### src/design/rxp_ram.sv
`timescale 1ns / 1ps
// ----------------------------------------------------------------------------
// rxp_ram
// Single port table memory with registered read data.
// ----------------------------------------------------------------------------
module rxp_ram #(
  parameter int DEPTH = 64,
  parameter int WIDTH = 32
) (
  input  logic                     clk_i,
  input  logic                     we_i,
  input  logic [$clog2(DEPTH)-1:0] addr_i,
  input  logic [WIDTH-1:0]         wdata_i,
  output logic [WIDTH-1:0]         rdata_o
);

  logic [WIDTH-1:0] mem [DEPTH];
  logic [WIDTH-1:0] rdata_q;

  // write port
  always_ff @(posedge clk_i) begin
    if (we_i) begin
      mem[addr_i] <= wdata_i;
    end
  end

  // registered read
  always_ff @(posedge clk_i) begin
    rdata_q <= mem[addr_i];
  end

  assign rdata_o = rdata_q;

endmodule

### config.mk
export PLATFORM = sky130hd
export DESIGN_NAME = rxp_ram
export DESIGN_NICKNAME = d
export VERILOG_FILES = /design/src/design/rxp_ram.sv
export SDC_FILE = /design/constraint.sdc
export NUM_CORES = 2
export LEC_CHECK = 0
export ABC_AREA = 1
export BUFFER_PORTS_ARGS = -buffer_cell sky130_fd_sc_hd__buf_4
export CELL_PAD_IN_SITES_DETAIL_PLACEMENT = 0
export CELL_PAD_IN_SITES_GLOBAL_PLACEMENT = 1
export CORE_ASPECT_RATIO = 2
export CORE_MARGIN = 1
export CORE_UTILIZATION = 51
export CTS_BUF_LIST = sky130_fd_sc_hd__clkbuf_16
export DETAILED_ROUTE_END_ITERATION = 12
export PLACE_DENSITY = 0.87
export REMOVE_ABC_BUFFERS = 1
export SYNTH_ARGS = -nofsm -noshare
export SYNTH_HDL_FRONTEND = slang
export SYNTH_SLANG_ARGS = --single-unit
### constraint.sdc
create_clock -name clk_i -period 5.8 [get_ports clk_i]
set_input_delay 1.16 -clock clk_i [delete_from_list [all_inputs] [get_ports clk_i]]
set_output_delay 1.16 -clock clk_i [all_outputs]
set_load 0.05 [all_outputs]
==> reports/metrics.yaml <==
cells_and_area:
  final_cell_mix: "nand2_1 (5728), edfxtp_1 (2048), clkbuf_16 (185)"
  nFillCells: 14000
  nets: 8456
  multi_input_area_um2: 22800
  drive_gt1_share_pct: 6.47
  stdcell_area_um2: 95800
  final_common_cell: "nand2_1"
  final_cells: 10800
  synthToLayoutAreaGrowth_pct: 10.8
  regArea_um2: 62100
synth:
  synth_area_leaders: "edfxtp_1 (71%), nand2_1 (25%), buf_2 (1.4%)"
  ys_types: 21
  avgSynthCellArea_um2: 10.2
  synth_top_area_cell: "edfxtp_1"
  yosys.area.top_type_share_pct: 71.1
  ys_seq_elements: 2080
  synth_sequential_area_ratio_pct: 71.8
  yosys_warnings: 0
  syn-cell-area_um2: 86500
  synthCells: 8440
drt:
  drcViolationCount: 0
  wl_per_cell_um: 21.4
  drt.antenna.violating_nets: 0
  finalWirelength_mm: 231
  first_pass_iters: 5
  drt_iter0_drc: 4843
  vias_per_cell: 5.37
  vias: 58000
critical_path:
  cp.arrival_ns: 3.86
  crit_path_end_kind: "flip-flop"
  rrSetupSlack_ns: 4.09
  reg2reg_depth: 10
  cp_cell_sequence: "buf_8, inv_8, nor2_1, nand3_1, buf_4, nor2_4, buf_12"
  slowest_stage: "nor2_4"
  crit_required_ns: 6.32
  r2r-end: "rdata_o[9]"
  crit_fanout: 64
  critical_path_class: "input port to flip-flop"
  max_stage_delay_ns: 0.54
  r2r-start: "mem[34][9]"
  critPathLaunchType: "input port"
timing:
  tightestPinTransition_ns: 1.10
  finalSetupViolations: 0
  layout_min_cycle_time_ns: 3.34
  slew_violations: 0
  slew_headroom_pct: 26.5
  tns_ns: 0
  skew_ns: 0.0340
  fin_crit_sh_pct: 57.6
  fmax_ghz: 0.299
  rsz0062_at_grt: "false"
  hold_ws_ns: 0.802
  hold_viol: 0
run:
  max_cap_violations: 0
clock_network:
  path_clk_slew_ns: 0.07
  numCtsBuffers: 179
  worstSkewPairLatency_ns: 0.82
  cts_buffer_depth: 4
  ctsHtreeMaxLevel: 4
  cts_hold_buf: 0
  cts.sinks: 2080
  cts_resized: 0
  cts-root-buf: "clkbuf_16"
  post_cts_buffers: 0
  cts_tree: "yes"
power:
  power.density_nw_per_um2: 320
  leakage_uw: 0.0400
  irDropWorstVdd_v: 0.000204
die:
  placementRows: 213
  start_util_pct: 51.4
  boundaryPins: 72
  die_w_um: 293
  dieArea_um2: 171000
  core_area_um2: 168000
  chipHeight_um: 584
hold_path:
  min_path_cells: 10
  hold_end: "rdata_o[2]"
  worstHoldStart: "mem[12][2]"
  hold_path.class: "flip-flop to flip-flop"
outcome:
  status: "finished, final reports clean"
global_route:
  grt_overflow: 0
  grt_pass1_wl_mm: 346
  busiest_layer: "met2"
  grtUsageMet2_pct: 48.3
  grt_max_degree: 206
  grt.met1_usage_pct: 32.7
  use_met3_pct: 3.06
  antenna_found_initial: 8
  grt_usage_pct: 27.0
  grt_pass1_vias: 56600
place:
  numPortBuffers: 71
  gp_congestion: 0.825
  place_hpwl_mm: 126
  dp_cells: 10500
  placed_cell_area_um2: 90100
[metal layers]
metal  part of all wire (%)  vias to the layer above
met4                    4.7                        4
met5                  0.011                        -
met2                     52                     2195
met1                     37                    28100
li1                       -                    27200
met3                    6.6                      567
[synthesized netlist by cell type]
library cell	count
buf_1	27
edfxtp_1	2048
dfxtp_1	32
nand2_1	5728
clkbuf_1	136
buf_6	4
nand3_1	13
nor3_2	7
or2_2	5
nor4_1	2
nor3_1	1
or2_1	1
buf_2	244
nor2_1	137
nand4_1	2
inv_2	14
o21ai_1	2
o211ai_1	5
inv_1	16
o21ai_0	5
buf_4	11
[power by group]
part | internal [uW] | leakage [uW] | total (uW) | switching [uW]
Combinational | 455 | 0.0183 | 1980 | 1520
Sequential | 16600 | 0.0187 | 16700 | 53.3
Clock | 6660 | 0.00297 | 12000 | 5310
[kinds of logic (layout without fill, tap and decap cells)]
group / Yosys count / after routing / synth area share (%)
other: 0 / 1 / 0
AND/OR/NAND/NOR: 5896 / 5896 / 25.7
buffers and inverters: 452 / 564 / 2.40
AO/OA/AOI/OAI: 12 / 12 / 0.0839
flip-flops: 2080 / 2080 / 71.8
[flip-flops by register name, indices dropped and copies added, names as in the netlist]
name     cells
mem       2048
rdata_o     32
[worst max-delay path by stage]
| stage | startpoint | endpoint | slack [ns] | cells past startpoint |
|---|---|---|---|---|
| CTS | addr_i[2] | mem[45][14] | 2.51 | 7 |
| global route | addr_i[2] | mem[45][14] | 2.36 | 7 |
| detailed placement | addr_i[2] | mem[45][6] | 1.66 | 7 |
| global placement | addr_i[2] | mem[45][25] | 1.70 | 7 |
| floorplan | addr_i[0] | mem[41][0] | -9.10 | 2 |
| finish | addr_i[2] | mem[45][25] | 2.46 | 7 |
[stage by stage]
| step | util (%) | setup WS, ns | total power [uW] |
|---|---|---|---|
| final | 56.9 | 2.46 | 30600 |
| after CTS | 56.9 | 2.51 | 30800 |
| after global placement | 53.5 | 1.70 | 19000 |
| after global routing | 56.9 | 2.36 | 31500 |
| after detailed placement | 53.5 | 1.66 | 19000 |
| after floorplan | - | -9.10 | 18100 |
[critical path, delay by kind of cell]
kind | cells | cell delay, ns
AND/OR/NAND/NOR | 3 | 1.45
buffers and inverters | 4 | 1.16
[cell type report]
type | count | area share (%)
Antenna cell | 1 | 0.00261
Clock buffer | 185 | 4.83
Clock inverter | 132 | 1.15
Inverter | 30 | 0.141
Multi-Input combinational cell | 5908 | 23.8
Sequential cell | 2080 | 64.8
Tap cell | 2257 | 2.95
Timing Repair Buffer | 217 | 2.28
Note: power is estimated with default switching activity, not from simulation.
