[config.mk]
export PLATFORM = sky130hd
export DESIGN_NAME = rxp_mul
export DESIGN_NICKNAME = d
export VERILOG_FILES = /design/src/design/rxp_pkg.sv /design/src/design/rxp_mul.sv
export SDC_FILE = /design/constraint.sdc
export NUM_CORES = 2
export LEC_CHECK = 0
export BUFFER_PORTS_ARGS = -buffer_cell sky130_fd_sc_hd__buf_2
export CELL_PAD_IN_SITES_DETAIL_PLACEMENT = 1
export CELL_PAD_IN_SITES_GLOBAL_PLACEMENT = 2
export CORE_MARGIN = 2
export CORE_UTILIZATION = 40
export DETAILED_ROUTE_END_ITERATION = 16
export PLACE_DENSITY = 0.9
export REMOVE_ABC_BUFFERS = 1
export SKIP_LAST_GASP = 1
export SLEW_MARGIN = 25
export SYNTH_ARGS = -nofsm -noshare
export SYNTH_HDL_FRONTEND = slang
export SYNTH_SLANG_ARGS = --single-unit
[constraint.sdc]
create_clock -name clk_i -period 9.1 [get_ports clk_i]
set_input_delay 0 -clock clk_i [delete_from_list [all_inputs] [get_ports clk_i]]
set_output_delay 0 -clock clk_i [all_outputs]
set_load 0.05 [all_outputs]
[src/design/rxp_pkg.sv]
`timescale 1ns / 1ps
// ----------------------------------------------------------------------------
// rxp_pkg
// Shared types and constants of the replica exchange permuter.
// ----------------------------------------------------------------------------
package rxp_pkg;

  // default storage sizes
  localparam int DEF_MAX_REPLICAS = 16;
  localparam int DEF_MAX_PARAMS   = 4;

  // register and field widths
  localparam int NUM_REPLICAS_W = 5;
  localparam int NUM_PARAMS_W   = 3;
  localparam int CFG_IDX_W      = 2;
  localparam int CFG_DATA_W     = 5;

  // arithmetic widths
  localparam int MUL_W  = 32;
  localparam int PROD_W = 2 * MUL_W;
  localparam int ACC_W  = 35;

  // divider: 4-bit divisor, 4 quotient bits per cycle
  localparam int DIVISOR_W        = 4;
  localparam int DIV_BITS_PER_CYC = 4;
  localparam int DIV_CNT_W        = 3;

  // exponential series and squaring
  localparam logic [DIVISOR_W-1:0] TAYLOR_FIRST = 4'd2;
  localparam logic [DIVISOR_W-1:0] TAYLOR_LAST  = 4'd13;
  localparam logic [1:0]           SQ_LAST      = 2'd3;

  localparam logic signed [31:0] W_MAX       = 32'sh7FFF_FFFF;
  localparam logic signed [31:0] W_MIN       = 32'sh8000_0000;
  localparam logic signed [31:0] W_EXP_LIMIT = 32'sh0010_0000;

  typedef enum logic [1:0] {
    CMD_LOAD     = 2'd0,
    CMD_PERM_RST = 2'd1,
    CMD_SWAP     = 2'd2,
    CMD_READ     = 2'd3
  } rxp_cmd_e;

  typedef enum logic [CFG_IDX_W-1:0] {
    REG_NUM_REPLICAS = 2'd0,
    REG_NUM_PARAMS   = 2'd1
  } rxp_reg_e;

endpackage

[src/design/rxp_mul.sv]
`timescale 1ns / 1ps
// ----------------------------------------------------------------------------
// rxp_mul
// Shared 32x32 unsigned multiplier with a registered product.
// ----------------------------------------------------------------------------
module rxp_mul (
  input  logic                       clk_i,
  input  logic                       en_i,
  input  logic [rxp_pkg::MUL_W-1:0]  a_i,
  input  logic [rxp_pkg::MUL_W-1:0]  b_i,
  output logic [rxp_pkg::PROD_W-1:0] prod_o
);

  import rxp_pkg::*;

  logic [PROD_W-1:0] prod_q;

  // product holds until the next enable
  always_ff @(posedge clk_i) begin
    if (en_i) begin
      prod_q <= PROD_W'(a_i) * PROD_W'(b_i);
    end
  end

  assign prod_o = prod_q;

endmodule

==> results by group <==
Floorplanning
  – Starting density of the core: roughly two fifths
  – Die area: slightly above 0.09 mm²
  – FP Rows: 108
  – Core area: 0.0872 mm²
  – Die width: between 300 and 400 µm
  – Num ports: 130
  – Die height: ~300 µm

Timing
  – Final hold viol count: 0
  – Final setup violation count: 0
  – RSZ-0062 raised after global routing: no
  – Min cycle time layout: between 7 and 8 ns
  – Setup_tns: 0 ns
  – Least-Margin Pin Slew: between 0.9 and 1 ns
  – Tcrit/Tclk final: a little under nine tenths
  – Slew margin rel.: 37.1%
  – Count of final max-slew check failures: 0
  – Max Freq: around 0.13 GHz

Run
  – Max-capacitance violation count: 0

Setup path
  – Critical Path Start Type: primary input
  – Setup Crit Path Kind: in2reg
  – WP data arrival: 7.91 ns
  – WP data required: 9.22 ns
  – CP endpoint kind: flip-flop
  – Crit-path max FO: 32

Global routing
  – Met3 GRT Util: under 10%
  – GRT Max-Usage Layer: met2
  – Gr usage total: between 20 and 30%
  – GRT overflow: 0
  – Grt met2 use: roughly 44%
  – Largest net degree at the start of global routing: 65
  – First-pass GRT wire length: between 150 and 200 mm
  – Antenna violations before repair: 2
  – Met1 global-route usage: between 30 and 40%
  – Vias in the first global route: 30,400

Min path
  – Hold Path Class: in2reg
  – Hold Path Depth: 2
  – End of the worst hold path: prod_o[0]
  – Hold_sp: a_i[0]

Cells and area
  – Ant. Diodes: 0
  – Layout cells sized above 1: 5.21%
  – Area Overhead vs Synth: 5.17%
  – Fillcell total: slightly above 10,000
  – Final nets: about 4,900
  – Max reg flops: 64

Logic synthesis
  – Register area share after synthesis: under 10%
  – Synth warn: 0
  – Post-synth cell types: 57
  – Post-synth ARST share: 0%
  – Mapped Cells: 3,748
  – Avg Inst Size Synth: between 9 and 10 µm²
  – Yosys reg bits: 64
  – Synth Flop Type: edfxtp_1
  – EDFF count, synth: 64
  – Synth Cell Area: around 0.035 mm²

Drt
  – DRC viols: 0
  – Post-DR vias/cell: between 5 and 6
  – First DRT Iteration DRCs: 1,304
  – Routed length per instance: between 20 and 25 µm
  – Post-DRT Antenna Nets: 0
  – Vias: 25,600
  – First-pass DRT Iterations: 5
  – DRT Wirelength: roughly 110 mm

Clock tree
  – Max Buffers Root-to-Sink: 2
  – CTS resizes: 0
  – CTS tree: built
  – CTS clock-pin slew for the worst setup and hold paths: 0.07 ns
  – CTS Buf Count: 9
  – Clock Sink Count: between 60 and 70
  – Root buffer cell: clkbuf_16
  – H-Tree Depth: 3
  – Hold Buf Count CTS: 0
  – Setup Buffers After CTS: 0

Place
  – # port buffers: about 130
  – Routability Congestion: 0.931
  – Hpwl dp: roughly 90 mm

Status
  – Status: finished clean
-- cell usage after synthesis (all sizes together), types with 2 or more instances --
master	number	area (µm²)
a21o	40	300
o21ai	26	130
xor2	25	219
buf	7	33.8
and2	602	3770
o31ai	5	78.8
nand4	23	144
a221o	4	40.0
o21bai	11	86.3
nor2	20	75.1
a211oi	3	22.5
a221oi	4	87.6
or2	3	18.8
ha	263	3290
clkbuf	213	800
nand2b	2	12.5
o221ai	3	26.3
a21oi	66	342
fa	896	17900
o211ai	2	15.0
nand3	10	50.1
xnor2	35	307
nor2b	2	12.5
or4	3	22.5
inv	865	3250
and3b	2	17.5
or3	3	18.8
a31oi	12	75.1
and3	14	87.6
edfxtp	64	1920
a311oi	2	17.5
a21boi	3	22.5
and4	3	26.3
o21a	9	67.6
nand2	480	1800
o221a	2	22.5
nor3	7	35.0
-- worst max-delay path, stage by stage --
cell      delay [ns]
buf_2           0.63
nand2_1         0.17
fa_1            0.57
inv_1           0.05
fa_1            0.59
inv_1           0.07
fa_1            0.53
inv_1           0.05
fa_1            0.48
fa_1            0.57
fa_1            0.43
fa_1            0.49
inv_1           0.05
fa_1            0.47
inv_1           0.07
ha_1            0.45
nand4_1         0.27
or4_1           0.48
or3_1           0.37
a31oi_1         0.21
buf_4           0.19
a31o_2          0.21
a211oi_1        0.12
o21ai_1         0.21
xor2_1          0.11
-- layout make-up --
cell class,count,area [µm²],share of cell area [%]
Sequential cell,64,1920,5.17
Multi-Input combinational cell,2599,29300,78.9
Clock inverter,5,81.3,0.219
Inverter,865,3250,8.74
Timing Repair Buffer,163,903,2.43
Clock buffer,10,229,0.616
Tap cell,1155,1450,3.89
-- routing by layer --
layer	share of wire, %	up-vias
li1	-	10800
met1	42	13900
met3	5.9	202
met5	0	-
met4	2.8	0
met2	49	779
-- cell families (layout without fill, tap and decap cells) --
group                    after synthesis  count (layout)  synth area share (%)
AO/OA/AOI/OAI                        202             202                  4.08
buffers and inverters               1085            1043                  11.6
adder cells (fa/ha/maj)             1159            1159                  60.1
multiplexers                           1               1                0.0283
XOR/XNOR                              60              60                  1.49
AND/OR/NAND/NOR                     1177            1177                  17.3
flip-flops                            64              64                  5.44
-- layout by cell type (no fill, tap or decap), drive strengths merged, types with 2 or more instances in the layout --
cell    instances
a211oi          3
a21boi          3
a21o           40
a21oi          66
a221o           4
a221oi          4
a311oi          2
a31oi          12
and2          602
and3           14
and3b           2
and4            3
buf           163
bufinv          2
clkbuf         10
clkinv          2
edfxtp         64
fa            896
ha            263
inv           866
nand2         480
nand2b          2
nand3          10
nand4          23
nor2           20
nor2b           2
nor3            7
o211ai          2
o21a            9
o21ai          26
o21bai         11
o221a           2
o221ai          3
o31ai           5
or2             3
or3             3
or4             3
xnor2          35
xor2           25
-- worst max-delay path by stage --
| stage | from | endpoint | slack, ns | cells past startpoint |
|---|---|---|---|---|
| 3_3_place_gp | b_i[8] | prod_o[62] | 1.19 | 25 |
| 5_1_grt | b_i[8] | prod_o[62] | 0.98 | 25 |
| 4_1_cts | b_i[8] | prod_o[62] | 1.39 | 25 |
| 6_report | b_i[8] | prod_o[62] | 1.31 | 25 |
| 2_1_floorplan | a_i[26] | prod_o[62] | 2.51 | 22 |
| 3_5_place_dp | b_i[8] | prod_o[62] | 0.98 | 25 |
-- per-stage QoR --
| step | setup WS (ns) | cells | utilization [%] | hold slack [ns] | instance area, µm² |
|---|---|---|---|---|---|
| final | 1.31 | 4861 | 42.6 | 0.264 | 37100 |
| after global routing | 0.978 | 4861 | 42.6 | 0.274 | 37100 |
| after CTS | 1.39 | 4861 | 42.6 | 0.263 | 37100 |
| after detailed placement | 0.981 | 4846 | 42.3 | 0.543 | 36800 |
| after global placement | 1.19 | 4846 | 42.3 | 0.538 | 36800 |
| after floorplan | 2.51 | 3528 | - | 0.112 | 34500 |
Power is left out: the tool's default activity adds up to more than one toggle a clock period on the data nets, which glitch-free logic cannot reach.
