<file path="src/design/rxp_pkg.sv">
`timescale 1ns / 1ps
// ----------------------------------------------------------------------------
// rxp_pkg
// Shared types and constants of the replica exchange permuter.
// ----------------------------------------------------------------------------
package rxp_pkg;

  // default storage sizes
  localparam int DEF_MAX_REPLICAS = 16;
  localparam int DEF_MAX_PARAMS   = 4;

  // register and field widths
  localparam int NUM_REPLICAS_W = 5;
  localparam int NUM_PARAMS_W   = 3;
  localparam int CFG_IDX_W      = 2;
  localparam int CFG_DATA_W     = 5;

  // arithmetic widths
  localparam int MUL_W  = 32;
  localparam int PROD_W = 2 * MUL_W;
  localparam int ACC_W  = 35;

  // divider: 4-bit divisor, 4 quotient bits per cycle
  localparam int DIVISOR_W        = 4;
  localparam int DIV_BITS_PER_CYC = 4;
  localparam int DIV_CNT_W        = 3;

  // exponential series and squaring
  localparam logic [DIVISOR_W-1:0] TAYLOR_FIRST = 4'd2;
  localparam logic [DIVISOR_W-1:0] TAYLOR_LAST  = 4'd13;
  localparam logic [1:0]           SQ_LAST      = 2'd3;

  localparam logic signed [31:0] W_MAX       = 32'sh7FFF_FFFF;
  localparam logic signed [31:0] W_MIN       = 32'sh8000_0000;
  localparam logic signed [31:0] W_EXP_LIMIT = 32'sh0010_0000;

  typedef enum logic [1:0] {
    CMD_LOAD     = 2'd0,
    CMD_PERM_RST = 2'd1,
    CMD_SWAP     = 2'd2,
    CMD_READ     = 2'd3
  } rxp_cmd_e;

  typedef enum logic [CFG_IDX_W-1:0] {
    REG_NUM_REPLICAS = 2'd0,
    REG_NUM_PARAMS   = 2'd1
  } rxp_reg_e;

endpackage

</file>
<file path="src/design/rxp_div.sv">
`timescale 1ns / 1ps
// ----------------------------------------------------------------------------
// rxp_div
// Restoring divider of a 32-bit value by a 4-bit divisor, four quotient bits
// per cycle. done_o pulses with the quotient.
// ----------------------------------------------------------------------------
module rxp_div (
  input  logic                          clk_i,
  input  logic                          rst_ni,
  input  logic                          start_i,
  input  logic [rxp_pkg::MUL_W-1:0]     dividend_i,
  input  logic [rxp_pkg::DIVISOR_W-1:0] divisor_i,
  output logic                          done_o,
  output logic [rxp_pkg::MUL_W-1:0]     quotient_o
);

  import rxp_pkg::*;

  logic                 run_q;
  logic                 done_q;
  logic [DIV_CNT_W-1:0] cnt_q;
  logic [MUL_W-1:0]     quo_q, quo_d;
  logic [DIVISOR_W-1:0] rem_q, rem_d;

  // four restoring steps
  always_comb begin
    logic [DIVISOR_W:0] trial;
    rem_d = rem_q;
    quo_d = quo_q;
    for (int b = 0; b < DIV_BITS_PER_CYC; b++) begin
      trial = {rem_d, quo_d[MUL_W-1]};
      quo_d = {quo_d[MUL_W-2:0], 1'b0};
      if (trial >= {1'b0, divisor_i}) begin
        trial    = trial - {1'b0, divisor_i};
        quo_d[0] = 1'b1;
      end
      rem_d = trial[DIVISOR_W-1:0];
    end
  end

  // control
  always_ff @(posedge clk_i or negedge rst_ni) begin
    if (!rst_ni) begin
      run_q  <= 1'b0;
      done_q <= 1'b0;
      cnt_q  <= '0;
    end else begin
      done_q <= 1'b0;
      if (start_i) begin
        run_q <= 1'b1;
        cnt_q <= '0;
      end else if (run_q) begin
        cnt_q <= cnt_q + 1'b1;
        if (cnt_q == '1) begin
          run_q  <= 1'b0;
          done_q <= 1'b1;
        end
      end
    end
  end

  // shift registers
  always_ff @(posedge clk_i) begin
    if (start_i) begin
      quo_q <= dividend_i;
      rem_q <= '0;
    end else if (run_q) begin
      quo_q <= quo_d;
      rem_q <= rem_d;
    end
  end

  assign done_o     = done_q;
  assign quotient_o = quo_q;

endmodule

</file>
<file path="config.mk">
export PLATFORM = sky130hd
export DESIGN_NAME = rxp_div
export DESIGN_NICKNAME = d
export VERILOG_FILES = /design/src/design/rxp_pkg.sv /design/src/design/rxp_div.sv
export SDC_FILE = /design/constraint.sdc
export NUM_CORES = 1
export LEC_CHECK = 0
export BUFFER_PORTS_ARGS = -buffer_cell sky130_fd_sc_hd__buf_2
export CORE_ASPECT_RATIO = 0.7
export CORE_UTILIZATION = 57
export DETAILED_ROUTE_END_ITERATION = 7
export MAX_ROUTING_LAYER = met4
export PLACE_DENSITY = 0.86
export SETUP_SLACK_MARGIN = 0.05
export SKIP_CTS_REPAIR_TIMING = 1
export SKIP_LAST_GASP = 1
export SLEW_MARGIN = 5
export SYNTH_ARGS = -nofsm -noshare
export SYNTH_HDL_FRONTEND = slang
export SYNTH_SLANG_ARGS = --single-unit
</file>
<file path="constraint.sdc">
create_clock -name clk_i -period 17.1 [get_ports clk_i]
set_input_delay 3.42 -clock clk_i [delete_from_list [all_inputs] [get_ports clk_i]]
set_output_delay 3.42 -clock clk_i [all_outputs]
set_load 0.005 [all_outputs]
</file>
==> results.toml, run 1 <==
[critical_path]
crit_fanout = 8
path_class = "input port to flop"
r2r_cells = 27
cp-start-kind = "input port"
arrival_ns = 9.71
cp-end-kind = "flop"
worstPathRequired_ns = 17.23

[sta]
final_hold_viol_count = 0
finalSetupTns_ns = 0
setup_viol = 0
tightestPinTransition_ns = 0.899
rsz0062_at_grt = "false"
setup_slack_ns = 7.53
clock.fmax_mhz = 104
timing.final.crit_share_pct = 56.0
fin_worst_skew_ns = 0.00729
final.min_clock_period_ns = 9.57
drv_slew = 0
max-slew-margin-rel_pct = 40.1

[global_routing]
antenna_found_initial = 0
grt_pass1_wl_mm = 8.07
first_global_vias = 1709
grt_max_degree = 46
globalRouteTotalUtil_pct = 22.4
overflow = 0

[synth]
ys_warn_count = 0
synth_nets = 266
synth-seq-cells = 41
syn_avg_cell_area_um2 = 12.8
yosysSeqAreaShare_pct = 44.6
synth.distinct_cells = 49
async_reset_ff_share_pct = 12.2
synth_edf_count = 32
syn_inst = 205
synth_flop_cell = "edfxtp_1"
synthesis.area_um2 = 2610

[place]
dp_hpwl_mm = 3.91
globalplace.congestion = 0.871
dp_slack_ns = 7.28
portBuffers = 71

[routing]
wl_per_cell_um = 15.2
firstDrtPassIters = 4
wl_met2_mm = 2.34
drc = 0
viasPerCell = 5.43
final_antenna_net_count = 0
drt_iter0_markers = 79
routed_wl_mm = 5.05
top_layer = "met4"
met3_length_um = 292
wl_met1_mm = 2.36
num_vias = 1808

[cells_and_area]
mostFrequentLayoutCells = "buf_2 (71), mux2_2 (33), edfxtp_1 (32)"
final_layout_size_suffix_gt1_share_pct = 43.5
area_growth_pct = 19.4
final_common_cell = "buf_2"
fillers = 327
fin_nets = 338
num_antenna_cells = 0

[die]
rows = 20
io_pins = 72
start_util_pct = 59.7
dieArea_um2 = 4860
die_x_um = 82.9
coreArea_um2 = 4380
die_h_um = 58.7

[hold_path]
hold_depth = 2
hp-class = "flop to flop"

[clock_network]
clock-sinks = 41
cts_tree = "done"
cts_root_buffer = "clkbuf_8"
cts.path.max_buffers = 2
numCtsBuffers = 5
path_clk_slew_ns = 0.07
clk-insertion-delay-late_ns = 0.29
cts_max_level = 2

[run_status]
outcome = "completed"

[power]
power_density_nw_per_um2 = 208
vdd_ir_drop_max_v = 0.000191
p_total_mw = 0.649
p_leak_nw = 1.40

[job]
drv_cap = 0
layout make-up:
class | count | area (um2) | share of cell area (%)
multi-input combinational | 139 | 1350 | 43.4
sequential | 41 | 1170 | 37.4
timing repair buffer | 71 | 355 | 11.4
clock buffer | 6 | 72.6 | 2.32
inverter | 19 | 71.3 | 2.28
tap | 55 | 68.8 | 2.20
clock inverter | 2 | 33.8 | 1.08
report_power, final:
group | total, mW | internal, mW | switching, mW | leakage, nW
registers | 0.148 | 0.136 | 0.0121 | 0.433
logic | 0.427 | 0.211 | 0.216 | 0.919
clock network | 0.0741 | 0.0431 | 0.0310 | 0.0528
final timing paths:
kind	to	start	slack, ns
worst max-delay path	rem_q[3]	divisor_i[1]	7.53
worst min-delay path	cnt_q[2]	cnt_q[2]	0.54
worst max register to register	rem_q[3]	quotient_o[31]	10.42
worst min register to register	cnt_q[2]	cnt_q[2]	0.54
max in group asynchronous	done_o	rst_ni	14.04
min in group asynchronous	cnt_q[0]	rst_ni	2.93
Yosys cell counts, drive strengths merged, types with 2 or more instances:
cell	number	area share, %
dfrtp	5	4.8
nand2	4	0.57
edfxtp	32	37
xnor2	3	1.0
and2	2	0.48
a211oi	2	0.77
a21oi	5	0.96
mux2i	11	5.2
nor2	5	0.72
buf	2	0.29
dfxtp	4	3.1
o21ai	4	0.77
o311ai	2	0.67
clkbuf	4	0.57
fa	4	3.1
mux2	33	14
or3	3	0.72
nor2b	3	0.72
xor2	4	1.3
ha	18	8.6
nand2b	6	1.4
nand3	2	0.38
inv	19	2.7
or2	3	0.81
nand4b	2	0.67
a21o	5	1.4
sequential cells by signal, summed over array words and instances, names as in the netlist:
| name | count |
|---|---|
| quotient_o | 32 |
| cnt_q | 3 |
| run_q | 1 |
| done_o | 1 |
| rem_q | 4 |
metrics by stage:
| stage | hold slack, ns | util (%) | cells | area, um2 |
|---|---|---|---|---|
| global placement | 0.509 | 68.9 | 325 | 3020 |
| CTS | 0.552 | 71.3 | 333 | 3120 |
| finish | 0.545 | 71.3 | 333 | 3120 |
| global route | 0.582 | 71.3 | 333 | 3120 |
| floorplan | 0.491 | - | 205 | 2610 |
| detailed placement | 0.536 | 68.9 | 325 | 3020 |
logic make-up after synthesis:
logic type                 after synthesis  share of synthesized area [%]
xor gates and xnor gates                 7                           2.35
muxes                                   44                           19.4
DFF                                     41                           44.6
and+or+nand+nor                         35                           8.04
adders and majority gates               22                           11.7
buffers and inverters                   25                           3.59
AOI/OAI and AO/OA                       31                           10.3
per-layer routing:
layer  global-route usage, %  vias to the layer above
li1                        -                      907
met1                    28.9                      832
met2                    34.3                       61
met3                    7.29                        8
met4                    6.65                        0
met5                       -                        -
critical path: stages:
cell,delay [ns]
buf_2,0.13
inv_1,0.25
ha_1,0.34
a2111oi_4,0.34
nor2_1,0.15
mux2i_1,0.34
inv_1,0.08
ha_1,0.33
o21ai_0,0.17
o21bai_1,0.16
a31oi_4,0.27
mux2_2,0.41
inv_1,0.07
ha_1,0.24
a211o_1,0.26
a21oi_1,0.18
a21bo_1,0.25
mux2i_4,0.29
mux2i_1,0.40
ha_1,0.32
a21o_1,0.16
a21o_1,0.16
a21oi_1,0.19
o2111ai_2,0.16
mux2i_4,0.29
mux2i_1,0.26
a211oi_2,0.10
Note: power is estimated with default switching activity, not from simulation.
==> run 2: changes to the inputs <==
--- a/config.mk
+++ b/config.mk
@@ -7,10 +7,10 @@
 export LEC_CHECK = 0
 export BUFFER_PORTS_ARGS = -buffer_cell sky130_fd_sc_hd__buf_2
 export CORE_ASPECT_RATIO = 0.7
-export CORE_UTILIZATION = 57
+export CORE_UTILIZATION = 48
 export DETAILED_ROUTE_END_ITERATION = 7
 export MAX_ROUTING_LAYER = met4
-export PLACE_DENSITY = 0.86
+export PLACE_DENSITY = 0.77
 export SETUP_SLACK_MARGIN = 0.05
 export SKIP_CTS_REPAIR_TIMING = 1
 export SKIP_LAST_GASP = 1
==> constraint.sdc (replaced) <==
create_clock -name clk_i -period 8 [get_ports clk_i]
set_input_delay 1.6 -clock clk_i [delete_from_list [all_inputs] [get_ports clk_i]]
set_output_delay 1.6 -clock clk_i [all_outputs]
set_load 0.005 [all_outputs]
==> run 2 against run 1 <==
Effect of this change: combinational power increased by 120%; die area increased by 18%; final cell count increased by 6.3%; clock power increased by 120%; global-route usage decreased by 3.0 points; sequential power increased by 110%; wire length increased by 1.9%; non-clock buffer count increased by 4; critical path depth unchanged; sequential share of layout area decreased by 0.65 points; first-iteration DRC count increased by 11%; largest cell class unchanged.
==> results.toml, run 2 (synthesized netlist as in run 1, its figures left out) <==
[clock_network]
numCtsBuffers = 5
path_clk_slew_ns = 0.08
clock-sinks = 41
cts_root_buffer = "clkbuf_8"
cts_max_level = 2
cts_tree = "done"
clk-insertion-delay-late_ns = 0.29
cts.path.max_buffers = 2

[die]
start_util_pct = 50.0
io_pins = 72
coreArea_um2 = 5230
dieArea_um2 = 5750
die_x_um = 90.2
rows = 22
die_h_um = 63.7

[critical_path]
path_class = "input port to flop"
cp-end-kind = "flop"
arrival_ns = 7.64
worstSetupEndpoint = "rem_q[3]"
r2r_cells = 27
worstPathRequired_ns = 8.14
cp-start-kind = "input port"
crit_fanout = 8
r2r-start = "quotient_o[31]"
rr_endpoint = "rem_q[3]"
startpoint = "divisor_i[0]"
reg2reg_slack_ns = 1.53

[global_routing]
globalRouteTotalUtil_pct = 19.4
overflow = 0
grt_pass1_wl_mm = 8.40
first_global_vias = 1700
grt_max_degree = 46
antenna_found_initial = 0

[cells_and_area]
final_layout_size_suffix_gt1_share_pct = 44.7
mostFrequentLayoutCells = "buf_2 (71), mux2_2 (33), edfxtp_1 (32)"
final_common_cell = "buf_2"
area_growth_pct = 21.5
num_antenna_cells = 0
fin_nets = 342
utilization_pct = 60.7
largest_reg_flops = 32

[sta]
clock.fmax_mhz = 133
finalSetupTns_ns = 0
hold-worst-slack_ns = 0.546
final.min_clock_period_ns = 7.50
tightestPinTransition_ns = 0.920
final_hold_viol_count = 0
drv_slew = 0
fin_worst_skew_ns = 0.00983
setup_viol = 0
timing.final.crit_share_pct = 93.7
rsz0062_at_grt = "false"
max-slew-margin-rel_pct = 38.7

[routing]
routed_wl_mm = 5.15
viasPerCell = 5.15
final_antenna_net_count = 0
wl_per_cell_um = 14.5
num_vias = 1824
drc = 0
firstDrtPassIters = 4
drt_iter0_markers = 88

[power]
power_density_nw_per_um2 = 443
p_total_mw = 1.41
vdd_ir_drop_max_v = 0.000491
p_leak_nw = 1.42

[place]
globalplace.congestion = 0.940
portBuffers = 71
dp_hpwl_mm = 3.99

[hold_path]
hp-class = "flop to flop"

[run_status]
outcome = "completed"

[job]
drv_cap = 0
[run 2: changes by cell type in the layout (fill, tap and decap cells not counted)]
cell / before / now
buf_4: 0 / 4
clkbuf_1: 1 / 0
clkinvlp_4: 0 / 1
[run 2: layer usage]
| layer | share of wire (%) | track usage [%] |
|---|---|---|
| met2 | 44 | 28.4 |
| met3 | 5.6 | 5.24 |
| met1 | 50 | 27.4 |
| met4 | 0.49 | 3.63 |
| met5 | 0 | - |
[run 2: critical path, cell delays in order]
cell	delay, ns
buf_2	0.14
ha_1	0.33
nand2b_1	0.20
a2111oi_4	0.41
nor2_1	0.15
mux2_2	0.34
inv_1	0.07
ha_1	0.23
a211oi_1	0.24
o21bai_1	0.18
a31oi_4	0.26
mux2_2	0.40
inv_1	0.06
ha_1	0.23
a211o_1	0.26
a21oi_1	0.16
a21bo_1	0.25
mux2i_4	0.15
buf_4	0.19
mux2i_1	0.32
ha_1	0.33
a21o_1	0.17
a21oi_1	0.20
o2111ai_2	0.15
mux2i_4	0.29
mux2i_1	0.25
a211oi_2	0.08
[run 2: per-stage QoR]
stage	setup slack [ns]	instance area, um2	cells
2_1_floorplan	0.756	2610	205
3_3_place_gp	0.392	3070	346
3_5_place_dp	0.223	3070	346
4_1_cts	0.525	3180	354
5_1_grt	0.133	3180	354
6_report	0.503	3180	354
[run 2: final cells by class]
type / count / area (um2)
clock inverters: 3 / 41.3
multi-input cells: 139 / 1350
repair buffers: 75 / 385
fillers: 453 / 2050
clock buffers: 5 / 68.8
flip-flops and latches: 41 / 1170
inverters: 19 / 71.3
well taps: 72 / 90.1
[run 2: worst min path at each step]
| stage | startpoint | to | slack [ns] | cells after the start |
|---|---|---|---|---|
| final | rem_q[1] | rem_q[1] | 0.55 | 2 |
| after global routing | cnt_q[1] | cnt_q[1] | 0.57 | 2 |
| after CTS | rem_q[1] | rem_q[1] | 0.55 | 2 |
| after detailed placement | cnt_q[1] | cnt_q[1] | 0.53 | 2 |
| after global placement | cnt_q[1] | cnt_q[1] | 0.51 | 2 |
| after floorplan | cnt_q[1] | cnt_q[1] | 0.49 | 2 |
[run 2: power by group]
group / leakage, nW / internal, mW / switching [mW]
sequential: 0.433 / 0.290 / 0.0244
clock: 0.0518 / 0.0918 / 0.0714
combinational: 0.938 / 0.470 / 0.460
