==> src/design/rxp_perm.sv <==
`timescale 1ns / 1ps
// ----------------------------------------------------------------------------
// rxp_perm
// Permutation slot memory. Per-slot valid bits give the identity mapping
// after reset or a clear; a slot not written since reads as its own index.
// ----------------------------------------------------------------------------
module rxp_perm #(
  parameter int MAX_REPLICAS = 16
) (
  input  logic                            clk_i,
  input  logic                            rst_ni,
  input  logic                            clear_i,
  input  logic                            we_i,
  input  logic [$clog2(MAX_REPLICAS)-1:0] addr_i,
  input  logic [$clog2(MAX_REPLICAS)-1:0] wdata_i,
  output logic [$clog2(MAX_REPLICAS)-1:0] rdata_o
);

  localparam int RIW = $clog2(MAX_REPLICAS);

  logic [RIW-1:0]          mem [MAX_REPLICAS];
  logic [MAX_REPLICAS-1:0] valid_q;
  logic [RIW-1:0]          rdata_q;

  // valid bits
  always_ff @(posedge clk_i or negedge rst_ni) begin
    if (!rst_ni) begin
      valid_q <= '0;
    end else if (clear_i) begin
      valid_q <= '0;
    end else if (we_i) begin
      valid_q[addr_i] <= 1'b1;
    end
  end

  // storage and registered read
  always_ff @(posedge clk_i) begin
    if (we_i) begin
      mem[addr_i] <= wdata_i;
    end
    rdata_q <= valid_q[addr_i] ? mem[addr_i] : addr_i;
  end

  assign rdata_o = rdata_q;

endmodule

==> config.mk <==
export PLATFORM = sky130hd
export DESIGN_NAME = rxp_perm
export DESIGN_NICKNAME = d
export VERILOG_FILES = /design/src/design/rxp_perm.sv
export SDC_FILE = /design/constraint.sdc
export NUM_CORES = 1
export LEC_CHECK = 0
export BUFFER_PORTS_ARGS = -buffer_cell sky130_fd_sc_hd__buf_2
export CORE_UTILIZATION = 25
export DETAILED_ROUTE_END_ITERATION = 10
export SETUP_SLACK_MARGIN = 0.05
export SYNTH_ARGS = -nofsm -noshare
export SYNTH_HDL_FRONTEND = slang
export SYNTH_SLANG_ARGS = --single-unit
export TNS_END_PERCENT = 20
==> constraint.sdc <==
create_clock -name clk_i -period 2.2 [get_ports clk_i]
set_input_delay 0.44 -clock clk_i [delete_from_list [all_inputs] [get_ports clk_i]]
set_output_delay 0.44 -clock clk_i [all_outputs]
set_load 0.02 [all_outputs]
==> impl_metrics.xml, run 1 <==
<?xml version="1.0" encoding="UTF-8"?>
<metrics>
  <group name="outcome">
    <metric name="outcome" unit="">completed</metric>
  </group>
  <group name="sta">
    <metric name="worst-slew-pin-transition" unit="ps">515</metric>
    <metric name="timing.final.crit_period" unit="ps">1870</metric>
    <metric name="fin_tns_setup" unit="ps">0</metric>
    <metric name="worst_hold_slack" unit="ps">36.3</metric>
    <metric name="clock-skew-final" unit="ps">7.77</metric>
    <metric name="fmax" unit="MHz">534</metric>
    <metric name="setup_viol" unit="">0</metric>
    <metric name="worst_slew_margin_rel" unit="">0.656</metric>
    <metric name="rsz0062_at_grt" unit="">false</metric>
    <metric name="layout_worst_path_cycle_share" unit="">0.851</metric>
    <metric name="hold_viol" unit="">0</metric>
    <metric name="slew_viol_final" unit="">0</metric>
    <metric name="timing.final.ws_setup" unit="ps">328</metric>
  </group>
  <group name="setup_path">
    <metric name="critPathLaunch" unit="">addr_i[0]</metric>
    <metric name="cp_data_arrival_time" unit="ps">2090</metric>
    <metric name="crit_path_max_fanout" unit="">12</metric>
    <metric name="register_to_register_path_depth" unit="">4</metric>
    <metric name="setup.worst_path.end_class" unit="">flop</metric>
    <metric name="crit_type" unit="">primary input to flop</metric>
    <metric name="cp.required" unit="ps">2420</metric>
    <metric name="timing.critical_path.slowest_stage_cell" unit="">mux4_1</metric>
    <metric name="timing.critical_path.depth" unit="">5</metric>
    <metric name="cell_family_with_most_cp_delay" unit="">multiplexers</metric>
    <metric name="cp_startpoint_kind" unit="">primary input</metric>
    <metric name="critical_path.max_stage_delay" unit="ps">610</metric>
    <metric name="critical_path.reg2reg.startpoint" unit="">mem[2][3]</metric>
    <metric name="crit_path_cell_trace" unit="">buf_2, mux4_1, a22oi_1, nand3_1, mux2_2</metric>
    <metric name="worstPathBufferInverterCount" unit="">1</metric>
  </group>
  <group name="final_layout">
    <metric name="layout-drive-gt1-share" unit="">0.290</metric>
    <metric name="area_growth_from_synthesis_to_layout" unit="%">21.1</metric>
    <metric name="layout.nets" unit="">245</metric>
    <metric name="num_antenna_cells" unit="">0</metric>
    <metric name="post_route_core_utilization" unit="">0.316</metric>
    <metric name="layout.filler_cells" unit="">1289</metric>
  </group>
  <group name="grt">
    <metric name="grt_use_total" unit="">0.106</metric>
    <metric name="grt_overflow_total" unit="">0</metric>
    <metric name="vias_in_the_first_global_route" unit="">1916</metric>
    <metric name="grt_pass1_wl" unit="um">10800</metric>
    <metric name="largest_net_degree_at_the_start_of_global_routing" unit="">17</metric>
    <metric name="antenna_found_initial" unit="">0</metric>
  </group>
  <group name="pwr">
    <metric name="power.ir.vdd_worst" unit="mV">0.443</metric>
    <metric name="total_power" unit="mW">3.52</metric>
    <metric name="leakage" unit="nW">1.45</metric>
    <metric name="power_per_cell_area" unit="nW/um2">869</metric>
  </group>
  <group name="logic_synthesis">
    <metric name="synth_area" unit="um2">3350</metric>
    <metric name="ys.flop_type" unit="">edfxtp_1</metric>
    <metric name="async_reset_ff_frac" unit="">0.190</metric>
    <metric name="mappedNetlistNets" unit="">210</metric>
    <metric name="yosysWarnings" unit="">0</metric>
    <metric name="yosysTopAreaCell" unit="">edfxtp_1</metric>
    <metric name="mean_syn_cell_area" unit="um2">16.9</metric>
    <metric name="synthCells" unit="">198</metric>
    <metric name="netlist_top_cells_area" unit="">edfxtp_1 (57%), dfrtp_1 (12%), mux4_2 (9.4%)</metric>
    <metric name="synth_seq_cells" unit="">84</metric>
    <metric name="dominant_cell_by_count_in_the_synthesized_netlist" unit="">edfxtp_1</metric>
    <metric name="synth.distinct_cells" unit="">25</metric>
    <metric name="synth_seq_area_share" unit="">0.717</metric>
    <metric name="yosys.area.top_type_share" unit="">0.574</metric>
    <metric name="edff_count_synth" unit="">64</metric>
    <metric name="synth_top_cells_by_count" unit="">edfxtp_1 (64), nor2_1 (45), dfrtp_1 (16)</metric>
  </group>
  <group name="clock_tree">
    <metric name="cts_tree" unit="">yes</metric>
    <metric name="cts-root-buf" unit="">clkbuf_16</metric>
    <metric name="cts_sinks" unit="">84</metric>
    <metric name="h-tree-depth" unit="">3</metric>
    <metric name="cts.clk_slew.worst_paths" unit="ps">70</metric>
    <metric name="cts_buf_count" unit="">9</metric>
    <metric name="cts.repair.resized" unit="">0</metric>
    <metric name="cts-hold-fix-buffers" unit="">0</metric>
    <metric name="postCtsSetupRepairBufs" unit="">0</metric>
    <metric name="clkLatencyLatePin" unit="ps">330</metric>
    <metric name="clock_path_buffers" unit="">2</metric>
  </group>
  <group name="detailed_routing">
    <metric name="detailed_route_iter0_violations" unit="">160</metric>
    <metric name="drt-vias-per-instance" unit="">4.41</metric>
    <metric name="vias" unit="">1808</metric>
    <metric name="drt_pre_antenna_iters" unit="">4</metric>
    <metric name="routed_wire_length_per_instance" unit="um">16.4</metric>
    <metric name="drc_errors" unit="">0</metric>
    <metric name="ant_nets" unit="">0</metric>
    <metric name="total_wire_length_after_detailed_routing" unit="um">6740</metric>
  </group>
  <group name="floorplan">
    <metric name="initial_core_util" unit="">0.261</metric>
    <metric name="standard_cell_rows" unit="">41</metric>
    <metric name="fp.dieH" unit="um">118</metric>
    <metric name="dieWidth" unit="um">118</metric>
    <metric name="floorplan.die_area" unit="um2">13900</metric>
    <metric name="core_area" unit="um2">12800</metric>
    <metric name="boundaryPins" unit="">16</metric>
  </group>
  <group name="placement">
    <metric name="port_buffers" unit="">15</metric>
    <metric name="gpl.final_weighted_congestion" unit="">0.736</metric>
    <metric name="place.detailed.hpwl" unit="um">4530</metric>
    <metric name="placement.setup.worst_slack" unit="ps">12.3</metric>
  </group>
  <group name="worst_hold_path">
    <metric name="hold_path.class" unit="">primary input to asynchronous set/reset pin</metric>
  </group>
  <group name="flow_run">
    <metric name="timing.max_cap.violations" unit="">0</metric>
  </group>
</metrics>
-- metal layers --
metal | share of wire | up-vias | GRT usage
met5 | 0 | - | 0
met4 | 0.018 | 0 | 0.0569
met3 | 0.034 | 9 | 0.0203
met2 | 0.47 | 42 | 0.163
met1 | 0.48 | 927 | 0.141
li1 | - | 830 | -
-- cells in the final DEF, fill, tap and decap left out, drive strengths merged --
cell      count
o21a          1
mux2          3
nor2         45
nand3b        2
nand2         6
dfrtp        16
nor2b         2
clkinv        2
edfxtp       64
dfxtp         4
nand3        10
or3b          1
mux4         20
a22oi         4
clkinvlp      2
nand2b        2
and3b         1
buf          34
nor3          4
o21ai         2
clkbuf       10
nor3b         1
bufinv        2
-- worst paths after layout --
check                               to  slack [ps]
min in group clk_i         valid_q[10]         490
max in group asynchronous  valid_q[13]        1860
setup reg to reg            rdata_o[3]         540
hold reg to reg            valid_q[15]         490
hold / removal             valid_q[11]          40
setup / recovery            rdata_o[3]         330
-- metrics by stage --
| step | instances | instance area (um2) |
|---|---|---|
| 3_3_place_gp | 394 | 3740 |
| 6_report | 410 | 4060 |
| 3_5_place_dp | 394 | 3740 |
| 5_1_grt | 410 | 4060 |
| 4_1_cts | 410 | 4060 |
| 2_1_floorplan | 198 | 3350 |
-- flip-flops by register name, indices dropped and copies added, names as in the netlist --
name	count
rdata_o	4
mem	64
valid_q	16
-- kinds of logic after synthesis --
kind of cell           Yosys count  share of synthesized area
multiplexers                    23                      0.151
AO/OA/AOI/OAI                    7                     0.0157
flip-flops                      84                      0.717
AND/OR/NAND/NOR                 74                     0.0990
buffers and inverters           10                     0.0168
-- final cells by class --
type | instances | area, um2 | share of cell area
repair buffers | 34 | 230 | 0.0568
multi-input cells | 104 | 891 | 0.220
flip-flops and latches | 84 | 2400 | 0.592
well taps | 172 | 215 | 0.0531
clock inverters | 6 | 88.8 | 0.0219
clock buffers | 10 | 229 | 0.0564
-- power breakdown --
| part | total, mW | switching, mW | internal (mW) | leakage [nW] |
|---|---|---|---|---|
| Sequential | 1.75 | 0.00980 | 1.74 | 0.834 |
| Combinational | 0.194 | 0.115 | 0.0788 | 0.468 |
| Clock | 1.58 | 0.583 | 0.993 | 0.149 |
No activity file was read; power rests on OpenSTA's default activity.
==> run 2, diff against run 1 <==
--- a/config.mk
+++ b/config.mk
@@ -6,8 +6,9 @@
 export NUM_CORES = 1
 export LEC_CHECK = 0
 export BUFFER_PORTS_ARGS = -buffer_cell sky130_fd_sc_hd__buf_2
-export CORE_UTILIZATION = 25
+export CORE_UTILIZATION = 64
 export DETAILED_ROUTE_END_ITERATION = 10
+export PLACE_DENSITY = 0.9
 export SETUP_SLACK_MARGIN = 0.05
 export SYNTH_ARGS = -nofsm -noshare
 export SYNTH_HDL_FRONTEND = slang
==> run 2 against run 1 <==
  * Fmax up 6.0%
  * Sequential power about the same
  * Flip-flop and latch count unchanged
  * Setup slack better by 110 ps
  * Sequential share of layout area up 5.0 points
  * Worst hold slack better by 420 ps
  * Clock power down 41%
  * Core utilization up 45 points
  * Critical path depth unchanged
  * Clock skew up 5.5 ps
  * Critical endpoint unchanged
  * Largest cell class unchanged
==> impl_metrics.xml, run 2 (synthesized netlist as in run 1, its figures left out) <==
<?xml version="1.0" encoding="UTF-8"?>
<metrics>
  <group name="detailed_routing">
    <metric name="vias" unit="">1834</metric>
    <metric name="drt-vias-per-instance" unit="">6.05</metric>
    <metric name="drc_errors" unit="">0</metric>
    <metric name="detailed_route_iter0_violations" unit="">172</metric>
    <metric name="ant_nets" unit="">0</metric>
    <metric name="drt_pre_antenna_iters" unit="">5</metric>
    <metric name="total_wire_length_after_detailed_routing" unit="um">6040</metric>
    <metric name="routed_wire_length_per_instance" unit="um">19.9</metric>
  </group>
  <group name="setup_path">
    <metric name="cp_data_arrival_time" unit="ps">2010</metric>
    <metric name="critical_path.reg2reg.startpoint" unit="">valid_q[3]</metric>
    <metric name="r2r_end" unit="">rdata_o[3]</metric>
    <metric name="cp.required" unit="ps">2450</metric>
    <metric name="cp_startpoint_kind" unit="">primary input</metric>
    <metric name="crit_type" unit="">primary input to flop</metric>
    <metric name="setup.worst_path.end_class" unit="">flop</metric>
    <metric name="crit_path_max_fanout" unit="">14</metric>
    <metric name="register_to_register_path_depth" unit="">4</metric>
    <metric name="ff2ff_setup_slack" unit="ps">550</metric>
  </group>
  <group name="clock_tree">
    <metric name="postCtsSetupRepairBufs" unit="">0</metric>
    <metric name="cts-hold-fix-buffers" unit="">1</metric>
    <metric name="h-tree-depth" unit="">3</metric>
    <metric name="cts-root-buf" unit="">clkbuf_8</metric>
    <metric name="clkLatencyLatePin" unit="ps">350</metric>
    <metric name="cts_buf_count" unit="">9</metric>
    <metric name="cts.clk_slew.worst_paths" unit="ps">90</metric>
    <metric name="clock_path_buffers" unit="">2</metric>
    <metric name="cts_tree" unit="">yes</metric>
    <metric name="cts.repair.resized" unit="">0</metric>
    <metric name="cts_sinks" unit="">84</metric>
  </group>
  <group name="grt">
    <metric name="use_met2" unit="">0.391</metric>
    <metric name="grt_pass1_wl" unit="um">9580</metric>
    <metric name="antenna_found_initial" unit="">0</metric>
    <metric name="largest_net_degree_at_the_start_of_global_routing" unit="">17</metric>
    <metric name="grt_overflow_total" unit="">0</metric>
    <metric name="vias_in_the_first_global_route" unit="">1849</metric>
    <metric name="grt_use_total" unit="">0.261</metric>
    <metric name="met3_usage" unit="">0.0718</metric>
    <metric name="grt_use_met1" unit="">0.378</metric>
    <metric name="global_route.peak_usage_layer" unit="">met2</metric>
  </group>
  <group name="final_layout">
    <metric name="area_growth_from_synthesis_to_layout" unit="%">11.7</metric>
    <metric name="layout-drive-gt1-share" unit="">0.271</metric>
    <metric name="layout.filler_cells" unit="">278</metric>
    <metric name="register_ranked_first_by_flip_flop_count" unit="">mem</metric>
    <metric name="layout.cells.most_common_list" unit="">edfxtp_1 (64), nor2_1 (45), buf_4 (16), dfrtp_1 (16), buf_2 (15)</metric>
    <metric name="final_common_cell" unit="">edfxtp_1</metric>
    <metric name="largest_register_ffs" unit="">64</metric>
    <metric name="final_cell_area" unit="um2">3740</metric>
    <metric name="layout.nets" unit="">243</metric>
    <metric name="num_antenna_cells" unit="">0</metric>
  </group>
  <group name="sta">
    <metric name="worst-slew-pin-transition" unit="ps">580</metric>
    <metric name="slew_viol_final" unit="">0</metric>
    <metric name="rsz0062_at_grt" unit="">false</metric>
    <metric name="fmax" unit="MHz">566</metric>
    <metric name="clock-skew-final" unit="ps">13.3</metric>
    <metric name="hold_viol" unit="">0</metric>
    <metric name="setup_viol" unit="">0</metric>
    <metric name="timing.final.crit_period" unit="ps">1770</metric>
    <metric name="layout_worst_path_cycle_share" unit="">0.803</metric>
    <metric name="worst_slew_margin_rel" unit="">0.612</metric>
    <metric name="fin_tns_setup" unit="ps">0</metric>
  </group>
  <group name="outcome">
    <metric name="outcome" unit="">completed</metric>
  </group>
  <group name="flow_run">
    <metric name="timing.max_cap.violations" unit="">0</metric>
  </group>
  <group name="placement">
    <metric name="port_buffers" unit="">15</metric>
    <metric name="gpl.final_weighted_congestion" unit="">0.819</metric>
    <metric name="place.detailed.hpwl" unit="um">4080</metric>
    <metric name="placed_area" unit="um2">3570</metric>
  </group>
  <group name="pwr">
    <metric name="power.ir.vdd_worst" unit="mV">0.573</metric>
    <metric name="leakage" unit="nW">1.36</metric>
    <metric name="power_per_cell_area" unit="nW/um2">765</metric>
  </group>
  <group name="worst_hold_path">
    <metric name="holdPathEnd" unit="">valid_q[8]</metric>
    <metric name="min_from" unit="">clear_i</metric>
    <metric name="worst_hold_path_depth" unit="">2</metric>
    <metric name="hold_path.class" unit="">primary input to flop</metric>
  </group>
  <group name="floorplan">
    <metric name="standard_cell_rows" unit="">25</metric>
    <metric name="fp.dieH" unit="um">74.3</metric>
    <metric name="boundaryPins" unit="">16</metric>
    <metric name="core_area" unit="um2">4880</metric>
    <metric name="floorplan.die_area" unit="um2">5530</metric>
    <metric name="dieWidth" unit="um">74.3</metric>
    <metric name="initial_core_util" unit="">0.686</metric>
  </group>
</metrics>
-- run 2: cell types whose count changed in the layout (fill, tap and decap cells not counted) --
cell           change
buf_12             -1
buf_4              -2
bufinv_16          -2
clkbuf_1           +1
clkbuf_16          -9
clkbuf_8           +9
clkinv_1           +1
clkinv_2           +1
clkinv_4           -1
dlygate4sd3_1      +1
-- run 2: critical path, stage by stage --
cell     delay [ps]
buf_2           330
mux4_2          610
a22oi_2         200
nand3_2         130
mux2_2          290
-- run 2: per-layer routing --
metal	wire [um]	up-vias	share of wire
met4	85	0	0.014
li1	-	821	-
met3	544	12	0.090
met5	0	-	0
met2	2850	87	0.47
met1	2560	914	0.42
-- run 2: layout make-up --
| cell class | instances | area, um2 | area share |
|---|---|---|---|
| multi-input combinational | 104 | 891 | 0.238 |
| sequential | 84 | 2400 | 0.642 |
| timing repair buffer | 32 | 205 | 0.0548 |
| clock inverter | 5 | 28.8 | 0.00769 |
| clock buffer | 11 | 131 | 0.0351 |
| tap | 67 | 83.8 | 0.0224 |
-- run 2: stage by stage --
| stage | util | power [mW] | hold WS, ps | cells | worst slack, ps |
|---|---|---|---|---|---|
| after detailed placement | 0.732 | 1.97 | 370 | 286 | 44.5 |
| after floorplan | - | 1.90 | 144 | 198 | 316 |
| after CTS | 0.767 | 2.88 | 451 | 303 | 421 |
| after global placement | 0.732 | 1.96 | 361 | 286 | 63.5 |
| final | 0.767 | 2.86 | 460 | 303 | 434 |
| after global routing | 0.767 | 2.96 | 461 | 303 | 326 |
-- run 2: power breakdown --
group | internal (mW) | leakage, nW | switching (mW)
clock network | 0.403 | 0.0768 | 0.523
registers | 1.74 | 0.834 | 0.00946
logic | 0.0774 | 0.451 | 0.109
total | 2.22 | 1.36 | 0.641
-- run 2: worst max path at each step --
stage	from	endpoint	slack (ps)	cells after the start
after floorplan	addr_i[2]	mem[0][0]	320	3
after global placement	addr_i[0]	rdata_o[0]	60	6
after detailed placement	addr_i[0]	rdata_o[3]	40	6
after CTS	addr_i[0]	rdata_o[3]	420	6
after global routing	addr_i[0]	rdata_o[1]	330	6
final	addr_i[0]	rdata_o[3]	430	5
==> run 3, diff against run 2 <==
--- a/config.mk
+++ b/config.mk
@@ -5,10 +5,11 @@
 export SDC_FILE = /design/constraint.sdc
 export NUM_CORES = 1
 export LEC_CHECK = 0
+export ABC_AREA = 1
 export BUFFER_PORTS_ARGS = -buffer_cell sky130_fd_sc_hd__buf_2
-export CORE_UTILIZATION = 64
+export CORE_UTILIZATION = 55
 export DETAILED_ROUTE_END_ITERATION = 10
-export PLACE_DENSITY = 0.9
+export PLACE_DENSITY = 0.82
 export SETUP_SLACK_MARGIN = 0.05
 export SYNTH_ARGS = -nofsm -noshare
 export SYNTH_HDL_FRONTEND = slang
==> constraint.sdc (replaced) <==
create_clock -name clk_i -period 1.45 [get_ports clk_i]
set_input_delay 0.29 -clock clk_i [delete_from_list [all_inputs] [get_ports clk_i]]
set_output_delay 0.29 -clock clk_i [all_outputs]
set_load 0.02 [all_outputs]
==> run 3 against run 2 <==
  * Register-to-register slack got worse by 240 ps
  * Clock skew down 4.5 ps
  * Core utilization shrank 11 points
==> impl_metrics.xml, run 3 <==
<?xml version="1.0" encoding="UTF-8"?>
<metrics>
  <group name="pwr">
    <metric name="power_per_cell_area" unit="nW/um2">1110</metric>
    <metric name="total_power" unit="mW">4.66</metric>
    <metric name="leakage" unit="nW">1.97</metric>
    <metric name="power.ir.vdd_worst" unit="mV">0.780</metric>
  </group>
  <group name="setup_path">
    <metric name="cp_data_arrival_time" unit="ps">850</metric>
    <metric name="cp_startpoint_kind" unit="">flop</metric>
    <metric name="timing.critical_path.slowest_stage_cell" unit="">dfxtp_1</metric>
    <metric name="cell_family_with_most_cp_delay" unit="">flip-flops</metric>
    <metric name="cp.required" unit="ps">1160</metric>
    <metric name="critical_path.max_stage_delay" unit="ps">340</metric>
    <metric name="crit_type" unit="">flop to output port</metric>
    <metric name="setup.worst_path.end_class" unit="">output port</metric>
    <metric name="worstPathBufferInverterCount" unit="">1</metric>
    <metric name="crit_path_cell_trace" unit="">buf_2</metric>
    <metric name="crit_path_max_fanout" unit="">1</metric>
  </group>
  <group name="final_layout">
    <metric name="final_common_cell" unit="">nand2_1</metric>
    <metric name="final-seq-area" unit="um2">2400</metric>
    <metric name="layout-drive-gt1-share" unit="">0.146</metric>
    <metric name="multi_input_comb_area" unit="um2">1100</metric>
    <metric name="register_ranked_first_by_flip_flop_count" unit="">mem</metric>
    <metric name="area_growth_from_synthesis_to_layout" unit="%">14.2</metric>
    <metric name="layout.filler_cells" unit="">507</metric>
    <metric name="layout.cells.most_common_list" unit="">nand2_1 (229), edfxtp_1 (64), nor2_1 (51)</metric>
    <metric name="final_cell_area" unit="um2">4200</metric>
    <metric name="largest_register_ffs" unit="">64</metric>
    <metric name="num_antenna_cells" unit="">0</metric>
    <metric name="layout.nets" unit="">458</metric>
  </group>
  <group name="logic_synthesis">
    <metric name="synth_top_cells_by_count" unit="">nand2_1 (229), edfxtp_1 (64), nor2_1 (51)</metric>
    <metric name="edff_count_synth" unit="">64</metric>
    <metric name="synth.distinct_cells" unit="">15</metric>
    <metric name="netlist_top_cells_area" unit="">edfxtp_1 (52%), nand2_1 (23%), dfrtp_1 (11%)</metric>
    <metric name="mappedNetlistNets" unit="">417</metric>
    <metric name="yosysTopAreaCell" unit="">edfxtp_1</metric>
    <metric name="yosys.area.top_type_share" unit="">0.523</metric>
    <metric name="synthCells" unit="">405</metric>
    <metric name="synth_seq_area_share" unit="">0.654</metric>
    <metric name="dominant_cell_by_count_in_the_synthesized_netlist" unit="">nand2_1</metric>
    <metric name="mean_syn_cell_area" unit="um2">9.07</metric>
    <metric name="ys.flop_type" unit="">edfxtp_1</metric>
    <metric name="synth_area" unit="um2">3670</metric>
    <metric name="yosysWarnings" unit="">0</metric>
    <metric name="synth_seq_cells" unit="">84</metric>
    <metric name="async_reset_ff_frac" unit="">0.190</metric>
  </group>
  <group name="grt">
    <metric name="grt_overflow_total" unit="">0</metric>
    <metric name="grt_use_total" unit="">0.237</metric>
    <metric name="grt_pass1_wl" unit="um">12600</metric>
    <metric name="antenna_found_initial" unit="">0</metric>
    <metric name="vias_in_the_first_global_route" unit="">2595</metric>
    <metric name="largest_net_degree_at_the_start_of_global_routing" unit="">18</metric>
  </group>
  <group name="floorplan">
    <metric name="floorplan.die_area" unit="um2">7010</metric>
    <metric name="boundaryPins" unit="">16</metric>
    <metric name="fp.dieH" unit="um">83.7</metric>
    <metric name="initial_core_util" unit="">0.575</metric>
    <metric name="standard_cell_rows" unit="">29</metric>
    <metric name="dieWidth" unit="um">83.7</metric>
    <metric name="core_area" unit="um2">6390</metric>
  </group>
  <group name="sta">
    <metric name="hold_viol" unit="">0</metric>
    <metric name="worst_hold_slack" unit="ps">230</metric>
    <metric name="layout_worst_path_cycle_share" unit="">0.788</metric>
    <metric name="worst_slew_margin_rel" unit="">0.758</metric>
    <metric name="fmax" unit="MHz">875</metric>
    <metric name="worst-slew-pin-transition" unit="ps">362</metric>
    <metric name="timing.final.crit_period" unit="ps">1140</metric>
    <metric name="setup_viol" unit="">0</metric>
    <metric name="slew_viol_final" unit="">0</metric>
    <metric name="rsz0062_at_grt" unit="">false</metric>
    <metric name="fin_tns_setup" unit="ps">0</metric>
    <metric name="clock-skew-final" unit="ps">8.71</metric>
  </group>
  <group name="clock_tree">
    <metric name="cts_tree" unit="">yes</metric>
    <metric name="cts-root-buf" unit="">clkbuf_8</metric>
    <metric name="cts_buf_count" unit="">9</metric>
    <metric name="clkLatencyLatePin" unit="ps">350</metric>
    <metric name="h-tree-depth" unit="">3</metric>
    <metric name="cts_sinks" unit="">84</metric>
    <metric name="cts.clk_slew.worst_paths" unit="ps">80</metric>
    <metric name="clock_path_buffers" unit="">2</metric>
  </group>
  <group name="detailed_routing">
    <metric name="drc_errors" unit="">0</metric>
    <metric name="detailed_route_iter0_violations" unit="">316</metric>
    <metric name="total_wire_length_after_detailed_routing" unit="um">7550</metric>
    <metric name="routed_wire_length_per_instance" unit="um">14.3</metric>
    <metric name="ant_nets" unit="">0</metric>
    <metric name="drt-vias-per-instance" unit="">5.20</metric>
    <metric name="drt_pre_antenna_iters" unit="">5</metric>
    <metric name="vias" unit="">2748</metric>
  </group>
  <group name="outcome">
    <metric name="outcome" unit="">completed</metric>
  </group>
  <group name="placement">
    <metric name="port_buffers" unit="">15</metric>
    <metric name="gpl.final_weighted_congestion" unit="">0.832</metric>
    <metric name="place.detailed.hpwl" unit="um">5290</metric>
    <metric name="placed_area" unit="um2">4000</metric>
  </group>
  <group name="flow_run">
    <metric name="timing.max_cap.violations" unit="">0</metric>
  </group>
  <group name="worst_hold_path">
    <metric name="hold_path.class" unit="">primary input to flop</metric>
  </group>
</metrics>
## run 3: cell count changes after synthesis, sizes merged, moves of 3 or more
| cell | delta |
|---|---|
| a22oi | -4 |
| buf | +6 |
| inv | +20 |
| mux2 | -3 |
| mux4 | -20 |
| nand2 | +226 |
| nand3 | -10 |
| nor2 | +7 |
| nor3 | -4 |
## run 3: what timing repair did
| item | CTS | global route |
|---|---|---|
| gates resized for setup | 0 | 0 |
| hold buffers | 1 | 0 |
| buffers inserted | 0 | 0 |
| endpoints found under the hold margin | 16 | 0 |
## run 3: report_power, final
part           leakage (nW)  switching, mW  internal, mW  total, mW
clock network        0.0943          0.833         0.786       1.62
logic                  1.04          0.252         0.125      0.376
registers             0.834         0.0170          2.64       2.66
total                  1.97           1.10          3.55       4.66
## run 3: layout make-up
class                   instances  area share
flip-flops and latches         84       0.572
multi-input cells             286       0.262
clock inverters                 7      0.0161
inverters                      20      0.0185
well taps                      77      0.0230
repair buffers                 45      0.0781
clock buffers                   9      0.0295
## run 3: cells by family after synthesis
| family | after synthesis | share of synthesized area |
|---|---|---|
| AND/OR/NAND/NOR | 284 | 0.294 |
| flip-flops | 84 | 0.654 |
| buffers and inverters | 35 | 0.0463 |
| AO/OA/AOI/OAI | 2 | 0.00545 |
## run 3: metrics by stage
step,util,worst slack [ps],instances
2_1_floorplan,-,74.8,405
3_3_place_gp,0.626,2.03,511
3_5_place_dp,0.626,-20.9,511
4_1_cts,0.657,298,528
5_1_grt,0.657,196,528
6_report,0.657,307,528
## run 3: worst paths after layout
check                           slack [ps]  cells past startpoint        start         end
worst max-delay path                   310                      1   rdata_o[0]  rdata_o[0]
worst min-delay path                   230                      3    addr_i[3]  rdata_o[3]
worst max register to register         310                     10  valid_q[15]  rdata_o[1]
worst min register to register         510                      2   valid_q[5]  valid_q[5]
max in group asynchronous              810                      2       rst_ni  valid_q[2]
min in group asynchronous              360                      2       rst_ni  valid_q[5]
## run 3: per-layer routing
metal,global-route usage,up-vias,part of all wire
met2,0.367,107,0.47
met5,0,-,0
met4,0.103,0,0.016
li1,-,1338,-
met1,0.337,1291,0.46
met3,0.0356,12,0.060
